`config.mk`:
```
export PLATFORM = sky130hd
export DESIGN_NAME = pfa_ctrl
export DESIGN_NICKNAME = d
export VERILOG_FILES = /design/src/design/pfa_pkg.sv /design/src/design/pfa_ctrl.sv
export SDC_FILE = /design/constraint.sdc
export NUM_CORES = 1
export LEC_CHECK = 0
export ABC_AREA = 1
export BUFFER_PORTS_ARGS = -buffer_cell sky130_fd_sc_hd__buf_2
export CORE_UTILIZATION = 39
export CTS_CLUSTER_SIZE = 14
export DETAILED_ROUTE_END_ITERATION = 8
export PLACE_DENSITY = 0.72
export SYNTH_ARGS = -nofsm -noshare
export SYNTH_HDL_FRONTEND = slang
export SYNTH_SLANG_ARGS = --single-unit
```
`constraint.sdc`:
```
create_clock -name clk -period 1.1 [get_ports clk]
set_input_delay 0.165 -clock clk [delete_from_list [all_inputs] [get_ports clk]]
set_output_delay 0.165 -clock clk [all_outputs]
set_load 0.01 [all_outputs]
```
`src/design/pfa_pkg.sv`:
```
`default_nettype none

package pfa_pkg;

	// Default store size and fixed field widths.
	localparam int NUM_FRAMES_DEF = 4096;
	localparam int CMD_W          = 2;
	localparam int FRAME_W        = 12;
	localparam int STATUS_W       = 2;
	localparam int CFG_W          = 13;
	localparam int CFG_IDX_W      = 1;

	// One status row holds 32 frames, 2 bits each.
	localparam int ROW_LOG = 5;
	localparam int ROW_FRAMES = 32;
	localparam int ROW_BITS = 2 * ROW_FRAMES;

	// Configuration register indexes.
	localparam logic [CFG_IDX_W-1:0] CFG_FIRST_USABLE = 1'b0;
	localparam logic [CFG_IDX_W-1:0] CFG_FRAME_LIMIT  = 1'b1;

	localparam logic [CFG_W-1:0] FRAME_LIMIT_RST = 13'd4096;

	// Commands.
	localparam logic [CMD_W-1:0] CMD_ALLOC = 2'd0;
	localparam logic [CMD_W-1:0] CMD_FREE  = 2'd1;
	localparam logic [CMD_W-1:0] CMD_MARK  = 2'd2;

	// Result codes.
	localparam logic [STATUS_W-1:0] RES_OK    = 2'd0;
	localparam logic [STATUS_W-1:0] RES_EMPTY = 2'd1;
	localparam logic [STATUS_W-1:0] RES_BAD   = 2'd2;

	// Per-frame status codes.
	localparam logic [1:0] FS_FREE = 2'b00;
	localparam logic [1:0] FS_USED = 2'b01;
	localparam logic [1:0] FS_HOLE = 2'b11;

	typedef enum logic [3:0] {
		ST_CLEAR,
		ST_IDLE,
		ST_DECODE,
		ST_A_ROW0,
		ST_A_SCAN,
		ST_A_ROW,
		ST_UPD_ROW,
		ST_SUM_WR,
		ST_RESP
	} state_t;

	typedef enum logic [1:0] {
		ROW_FIRST,
		ROW_FRAME,
		ROW_SCAN
	} row_src_t;

	typedef enum logic [1:0] {
		SUM_START,
		SUM_NEXT,
		SUM_ROW
	} sum_src_t;

	typedef struct packed {
		logic                clr_en;
		logic                cap;
		logic                row_rd;
		row_src_t            row_src;
		logic                row_wr;
		logic                sum_rd;
		sum_src_t            sum_src;
		logic                sum_wr;
		logic                set_res;
		logic [STATUS_W-1:0] res_code;
		logic                load_out;
	} ctrl_t;

	typedef struct packed {
		logic             clr_done;
		logic [CMD_W-1:0] cmd;
		logic             win_empty;
		logic             f_in_win;
		logic             f_in_store;
		logic             row_hit;
		logic             f_used;
		logic             scan_hit;
		logic             scan_last;
	} stat_t;

endpackage

`default_nettype wire

```
`src/design/pfa_ctrl.sv`:
```
`default_nettype none

module pfa_ctrl (
	input  logic           clk,
	input  logic           arst_n,
	input  logic           in_valid,
	output logic           in_ready,
	output logic           out_valid,
	input  logic           out_ready,
	input  pfa_pkg::stat_t stat,
	output pfa_pkg::ctrl_t ctrl
);

	pfa_pkg::state_t state_q;
	pfa_pkg::state_t state_n;
	logic            out_valid_q;
	logic            out_free;

	assign out_free  = !out_valid_q || out_ready;
	assign out_valid = out_valid_q;

	always_ff @(posedge clk or negedge arst_n) begin
		if (!arst_n) begin
			state_q     <= pfa_pkg::ST_CLEAR;
			out_valid_q <= 1'b0;
		end else begin
			state_q <= state_n;
			if (ctrl.load_out) begin
				out_valid_q <= 1'b1;
			end else if (out_ready) begin
				out_valid_q <= 1'b0;
			end
		end
	end

	always_comb begin
		state_n  = state_q;
		ctrl     = '0;
		in_ready = 1'b0;
		unique case (state_q)
			pfa_pkg::ST_CLEAR: begin
				ctrl.clr_en = 1'b1;
				if (stat.clr_done) begin
					state_n = pfa_pkg::ST_IDLE;
				end
			end
			pfa_pkg::ST_IDLE: begin
				in_ready = 1'b1;
				if (in_valid) begin
					ctrl.cap = 1'b1;
					state_n  = pfa_pkg::ST_DECODE;
				end
			end
			pfa_pkg::ST_DECODE: begin
				unique case (stat.cmd)
					pfa_pkg::CMD_ALLOC: begin
						if (stat.win_empty) begin
							ctrl.set_res  = 1'b1;
							ctrl.res_code = pfa_pkg::RES_EMPTY;
							state_n       = pfa_pkg::ST_RESP;
						end else begin
							ctrl.row_rd  = 1'b1;
							ctrl.row_src = pfa_pkg::ROW_FIRST;
							state_n      = pfa_pkg::ST_A_ROW0;
						end
					end
					pfa_pkg::CMD_FREE: begin
						if (stat.f_in_win) begin
							ctrl.row_rd  = 1'b1;
							ctrl.row_src = pfa_pkg::ROW_FRAME;
							state_n      = pfa_pkg::ST_UPD_ROW;
						end else begin
							ctrl.set_res  = 1'b1;
							ctrl.res_code = pfa_pkg::RES_BAD;
							state_n       = pfa_pkg::ST_RESP;
						end
					end
					pfa_pkg::CMD_MARK: begin
						if (stat.f_in_store) begin
							ctrl.row_rd  = 1'b1;
							ctrl.row_src = pfa_pkg::ROW_FRAME;
							state_n      = pfa_pkg::ST_UPD_ROW;
						end else begin
							ctrl.set_res  = 1'b1;
							ctrl.res_code = pfa_pkg::RES_BAD;
							state_n       = pfa_pkg::ST_RESP;
						end
					end
					default: begin
						ctrl.set_res  = 1'b1;
						ctrl.res_code = pfa_pkg::RES_BAD;
						state_n       = pfa_pkg::ST_RESP;
					end
				endcase
			end
			pfa_pkg::ST_A_ROW0: begin
				if (stat.row_hit) begin
					ctrl.row_wr  = 1'b1;
					ctrl.sum_rd  = 1'b1;
					ctrl.sum_src = pfa_pkg::SUM_ROW;
					state_n      = pfa_pkg::ST_SUM_WR;
				end else begin
					ctrl.sum_rd  = 1'b1;
					ctrl.sum_src = pfa_pkg::SUM_START;
					state_n      = pfa_pkg::ST_A_SCAN;
				end
			end
			pfa_pkg::ST_A_SCAN: begin
				priority if (stat.scan_hit) begin
					ctrl.row_rd  = 1'b1;
					ctrl.row_src = pfa_pkg::ROW_SCAN;
					state_n      = pfa_pkg::ST_A_ROW;
				end else if (stat.scan_last) begin
					ctrl.set_res  = 1'b1;
					ctrl.res_code = pfa_pkg::RES_EMPTY;
					state_n       = pfa_pkg::ST_RESP;
				end else begin
					ctrl.sum_rd  = 1'b1;
					ctrl.sum_src = pfa_pkg::SUM_NEXT;
				end
			end
			pfa_pkg::ST_A_ROW: begin
				if (stat.row_hit) begin
					ctrl.row_wr  = 1'b1;
					ctrl.sum_rd  = 1'b1;
					ctrl.sum_src = pfa_pkg::SUM_ROW;
					state_n      = pfa_pkg::ST_SUM_WR;
				end else begin
					// free frame beyond the window end
					ctrl.set_res  = 1'b1;
					ctrl.res_code = pfa_pkg::RES_EMPTY;
					state_n       = pfa_pkg::ST_RESP;
				end
			end
			pfa_pkg::ST_UPD_ROW: begin
				if (stat.cmd == pfa_pkg::CMD_FREE && !stat.f_used) begin
					ctrl.set_res  = 1'b1;
					ctrl.res_code = pfa_pkg::RES_BAD;
					state_n       = pfa_pkg::ST_RESP;
				end else begin
					ctrl.row_wr  = 1'b1;
					ctrl.sum_rd  = 1'b1;
					ctrl.sum_src = pfa_pkg::SUM_ROW;
					state_n      = pfa_pkg::ST_SUM_WR;
				end
			end
			pfa_pkg::ST_SUM_WR: begin
				ctrl.sum_wr   = 1'b1;
				ctrl.set_res  = 1'b1;
				ctrl.res_code = pfa_pkg::RES_OK;
				state_n       = pfa_pkg::ST_RESP;
			end
			pfa_pkg::ST_RESP: begin
				if (out_free) begin
					ctrl.load_out = 1'b1;
					state_n       = pfa_pkg::ST_IDLE;
				end
			end
			default: begin
				state_n = pfa_pkg::ST_IDLE;
			end
		endcase
	end

endmodule

`default_nettype wire

```
; ---- Word level (Yosys, flattened, before mapping)
; Cells that the tools add are included.
[word_totals]
ff_bits = 5
latch_bits = 0
ram_bits = 0
rom_bits = 0
in_bits = 14
out_inout_bits = 16
elab_cells = 69
memories = 0
[op_classes]
n_addsub = 0
mul = 0
div_mod_pow = 0
magnitude_cmp = 0
eq_ne = 14
shift = 0
n_mux = 45
bitwise_logic = 0
n_reduce_logical = 8
[ops]
columns = operator, n
row1 = two-way mux 4 bit, 12
row2 = two-way mux 3 bit, 13
row3 = case mux 4 bit (9 select lines), 1
row4 = case mux 3 bit (3 select lines), 2
row5 = equality test 4 x 3 -> 1 bit (second input constant), 4
row6 = case mux 3 bit (5 select lines), 1
row7 = case mux 3 bit (4 select lines), 1
row8 = case mux 4 bit (3 select lines), 1
row9 = two-way mux 1 bit, 10
row10 = equality test 4 x 2 -> 1 bit (second input constant), 2
row11 = != test 2 bit (second input constant), 3
row12 = case mux 3 bit (2 select lines), 1
row13 = equality test 4 x 1 -> 1 bit (second input constant), 1
row14 = equality test 4 bit (second input constant), 1
row15 = logical NOT 4 bit, 1
row16 = two-way mux 2 bit, 2
row17 = AND reduction 4 bit, 1
row18 = != test 3 bit (second input constant), 1
row19 = case mux 1 bit (3 select lines), 1
row20 = equality test 2 x 1 -> 1 bit (second input constant), 1
row21 = equality test 2 bit (second input constant), 1
row22 = logical NOT 1 bit, 2
row23 = logical NOT 2 bit, 1
row24 = nonzero test 2 bit, 1
row25 = other kinds (2), 2

; ---- Logic depth before layout (Yosys ltp)
[logic_depth]
word_depth = 5
ltp_mapped = 8
ltp_nobuf = 8

; ---- Worst setup path after synthesis
; No wires, ideal clock.
[synth_path]
path_kind = register to output
from = reg state_q[3]
to = out ctrl[2] (netlist name)
t_arrival_ps = 1095
t_required_ps = 935
slack_ps = -160
path_stages_with_launch = 6
path_buffers = 0
path_cell_list = dfrtp_1 > nor2_2 > nand2_2 > inv_2 > nand2_1 > o21ai_0
[synth_lines]
columns = element, line_no
row1 = start: declaration, pfa_ctrl.sv:14  ; pfa_pkg::state_t state_q;
row2 = start signal: assignment, pfa_ctrl.sv:24  ; state_q <= pfa_pkg::ST_CLEAR;
row3 = start signal: assignment, pfa_ctrl.sv:27  ; state_q <= state_n;
row4 = end: declaration, pfa_ctrl.sv:11  ; output pfa_pkg::ctrl_t ctrl

==> results by group <==
Global route
  • First-pass GRT wire length: 2880 um
  • Initial antenna violation count: 0
  • Largest net degree at the start of global routing: 6
  • Total grt overflow: 0
  • GR Util All Layers: 0.266
  • Vias in the first global route: 740

Worst setup path
  • Reg2reg start: state_q[1]
  • Setup crit end kind: output port
  • Setup slack, reg-to-reg: -300 ps
  • CP endpoint: ctrl[3]
  • Critical Path AT: about 1500 ps
  • Critical path class: flop to output port
  • Worst Setup Start Kind: flop
  • Worst r2r path cells: 8
  • RR Endpoint: state_q[0]
  • Maximum net fanout on the critical path: 5
  • CP Launch Point: state_q[1]
  • Worst Path Required: about 940 ps

Routing
  • Total Wirelength: between 2000 and 2500 um
  • DR iter-0 viols: 28
  • Drt drc: 0
  • Avg WL per Cell: 13.0 um
  • Routed vias/inst: between 5 and 6
  • DRT antenna net count: 0
  • Routed length on met2: 1170 um
  • Met3 WL post-DR: 146 um
  • Max Used Layer: met4
  • Via count: 891
  • Pre-antenna DRT Iters: 4
  • WL met1: roughly 910 um

Clock network
  • Clk_lat worst skew: 260 ps
  • Clock Pin Slew Worst Setup and Hold Paths: 50 ps
  • CTS Sinks: 5
  • CTS tree: built
  • H-Tree Depth: 1
  • CTS Buffer Depth: 2
  • Root Driver: clkbuf_4
  • Inserted Clock Buffers: 3

STA
  • WHS: 118 ps
  • PnR worst setup slack: -519 ps
  • Final Setup Violations: 20
  • Pins Over Slew Limit: 0
  • Peak Freq: 618 MHz
  • Worst slew pin tran: 339 ps
  • Final hold viol count: 0
  • Final min period: between 1500 and 2000 ps
  • Max_slew headroom: 0.773
  • Setup repair after global routing missed its margin: true
  • Clock Skews: 5.62 ps
  • Crit share post-route: 1.47

Placement
  • IO buf count: 29
  • Cells after DPL: roughly 160
  • Placer Congestion: 0.901
  • Detail Placement HPWL: 1540 um

Worst hold path
  • Hold WC Path Type: input pin to flop

Die
  • Die height: between 40 and 50 um
  • Number of placement rows: 13
  • Starting density of the core: 0.431
  • Placeable Area: 0.00135 mm2
  • Die ar.: approximately 0.0017 mm2
  • Ports: 30
  • Die width: between 40 and 50 um

Pwr
  • Power per cell area: around 2000 mW/mm2
  • Max IR drop VDD: around 0.0015 V
  • Overall power: 0.00227 W
  • P_leak: around 0.70 nW

Logic synthesis
  • Post-synth top area cell: dfrtp_1
  • Syn Nets: 119
  • Avg Cell Area, Syn: 5.54 um2
  • Number of distinct library cells after synthesis: 15
  • Sequential area share after synthesis: 0.215
  • Top post-synthesis cells by area: dfrtp_1 (22%), nand2_1 (19%), inv_1 (13%)
  • Synth Warn #: 0
  • Syn Inst Count: around 110
  • #FFs+latches synth: 5
  • Synth top area share: 0.215
  • Mapped Area: around 580 um2

Run status
  • Failing checks: negative setup slack
  • Status: complete, but fails checks

Finish
  • Post-Route Utilization: 0.821
  • Fin nets: 175
  • Layout fillers: 84
  • N_diodes: 0
  • Area Growth Syn to Fin: 90.5%
  • Layout cells sized above 1: 0.594
  • Commonest non-fill, non-tap cell in the layout: buf_2
  • Most frequent cells in the layout: buf_2 (25), nand2_1 (22), buf_4 (17)
  • Post-route insts no fill: 175

Run
  • Max_cap viols: 0
-- cell type report --
type,instances,area [um2],share of cell area
well taps,15,18.8,0.0169
flip-flops and latches,5,130,0.117
inverters,21,86.3,0.0779
clock buffers,4,26.3,0.0237
repair buffers,51,353,0.318
multi-input cells,79,494,0.446
-- worst max-delay path: stages (launching register included) --
cell and delay [ps]:
dfrtp_2 460, inv_4 100, nand2_4 70, nor2_4 110, nand3b_1 120, nand2_1 110
nor2_2 50, nand2_1 50, buf_2 130
-- Yosys cell counts, drive strengths merged --
cell and n:
a21oi 1, a22o 1, dfrtp 5, inv 21, nand2 32, nand3 13
nand3b 3, nand4 2, nor2 25, o21ai 2
-- power breakdown --
| part | internal, W | switching [W] |
|---|---|---|
| Clock | 0.000138 | 0.0000947 |
| Combinational | 0.000752 | 0.000899 |
| Sequential | 0.000261 | 0.000125 |
-- logic make-up after synthesis --
group / count (synthesis) / share of synthesized area
AOI/OAI and AO/OA: 4 / 0.0409
buffers and inverters: 21 / 0.135
DFF: 5 / 0.215
and+or+nand+nor: 75 / 0.609
-- per-layer routing --
metal  GRT usage  vias up
met5           0        -
li1            -      437
met4      0.0500        0
met3      0.0652        4
met2       0.492       37
met1       0.308      413
-- worst min path at each step --
stage	startpoint	to	slack, ps	cells past startpoint
2_1_floorplan	arst_n	out_valid	-130	0
3_3_place_gp	arst_n	out_valid	-20	1
3_5_place_dp	arst_n	out_valid	-20	1
4_1_cts	out_ready	out_valid	150	2
5_1_grt	out_ready	out_valid	100	2
6_report	out_ready	out_valid	120	2
-- repair_timing --
item	in CTS	in global routing
hold buffers	1	0
setup endpoints to repair	19	19
pin swaps	5	11
gates resized for setup	10	30
buffers inserted	4	6
hold endpoints to repair	5	0
-- state kept, by name, summed over array words and instances (netlist names) --
signal / flops
state_q: 4
out_valid: 1
-- metrics by stage --
| step | worst slack, ps | area, um2 | TNS [ps] |
|---|---|---|---|
| 3_5_place_dp | -226 | 883 | -2400 |
| 4_1_cts | -464 | 973 | -6360 |
| 2_1_floorplan | -44.0 | 622 | -138 |
| 5_1_grt | -613 | 1110 | -8450 |
| 6_report | -519 | 1110 | -7310 |
| 3_3_place_gp | -226 | 883 | -2090 |
No activity file was read; power rests on OpenSTA's default activity.
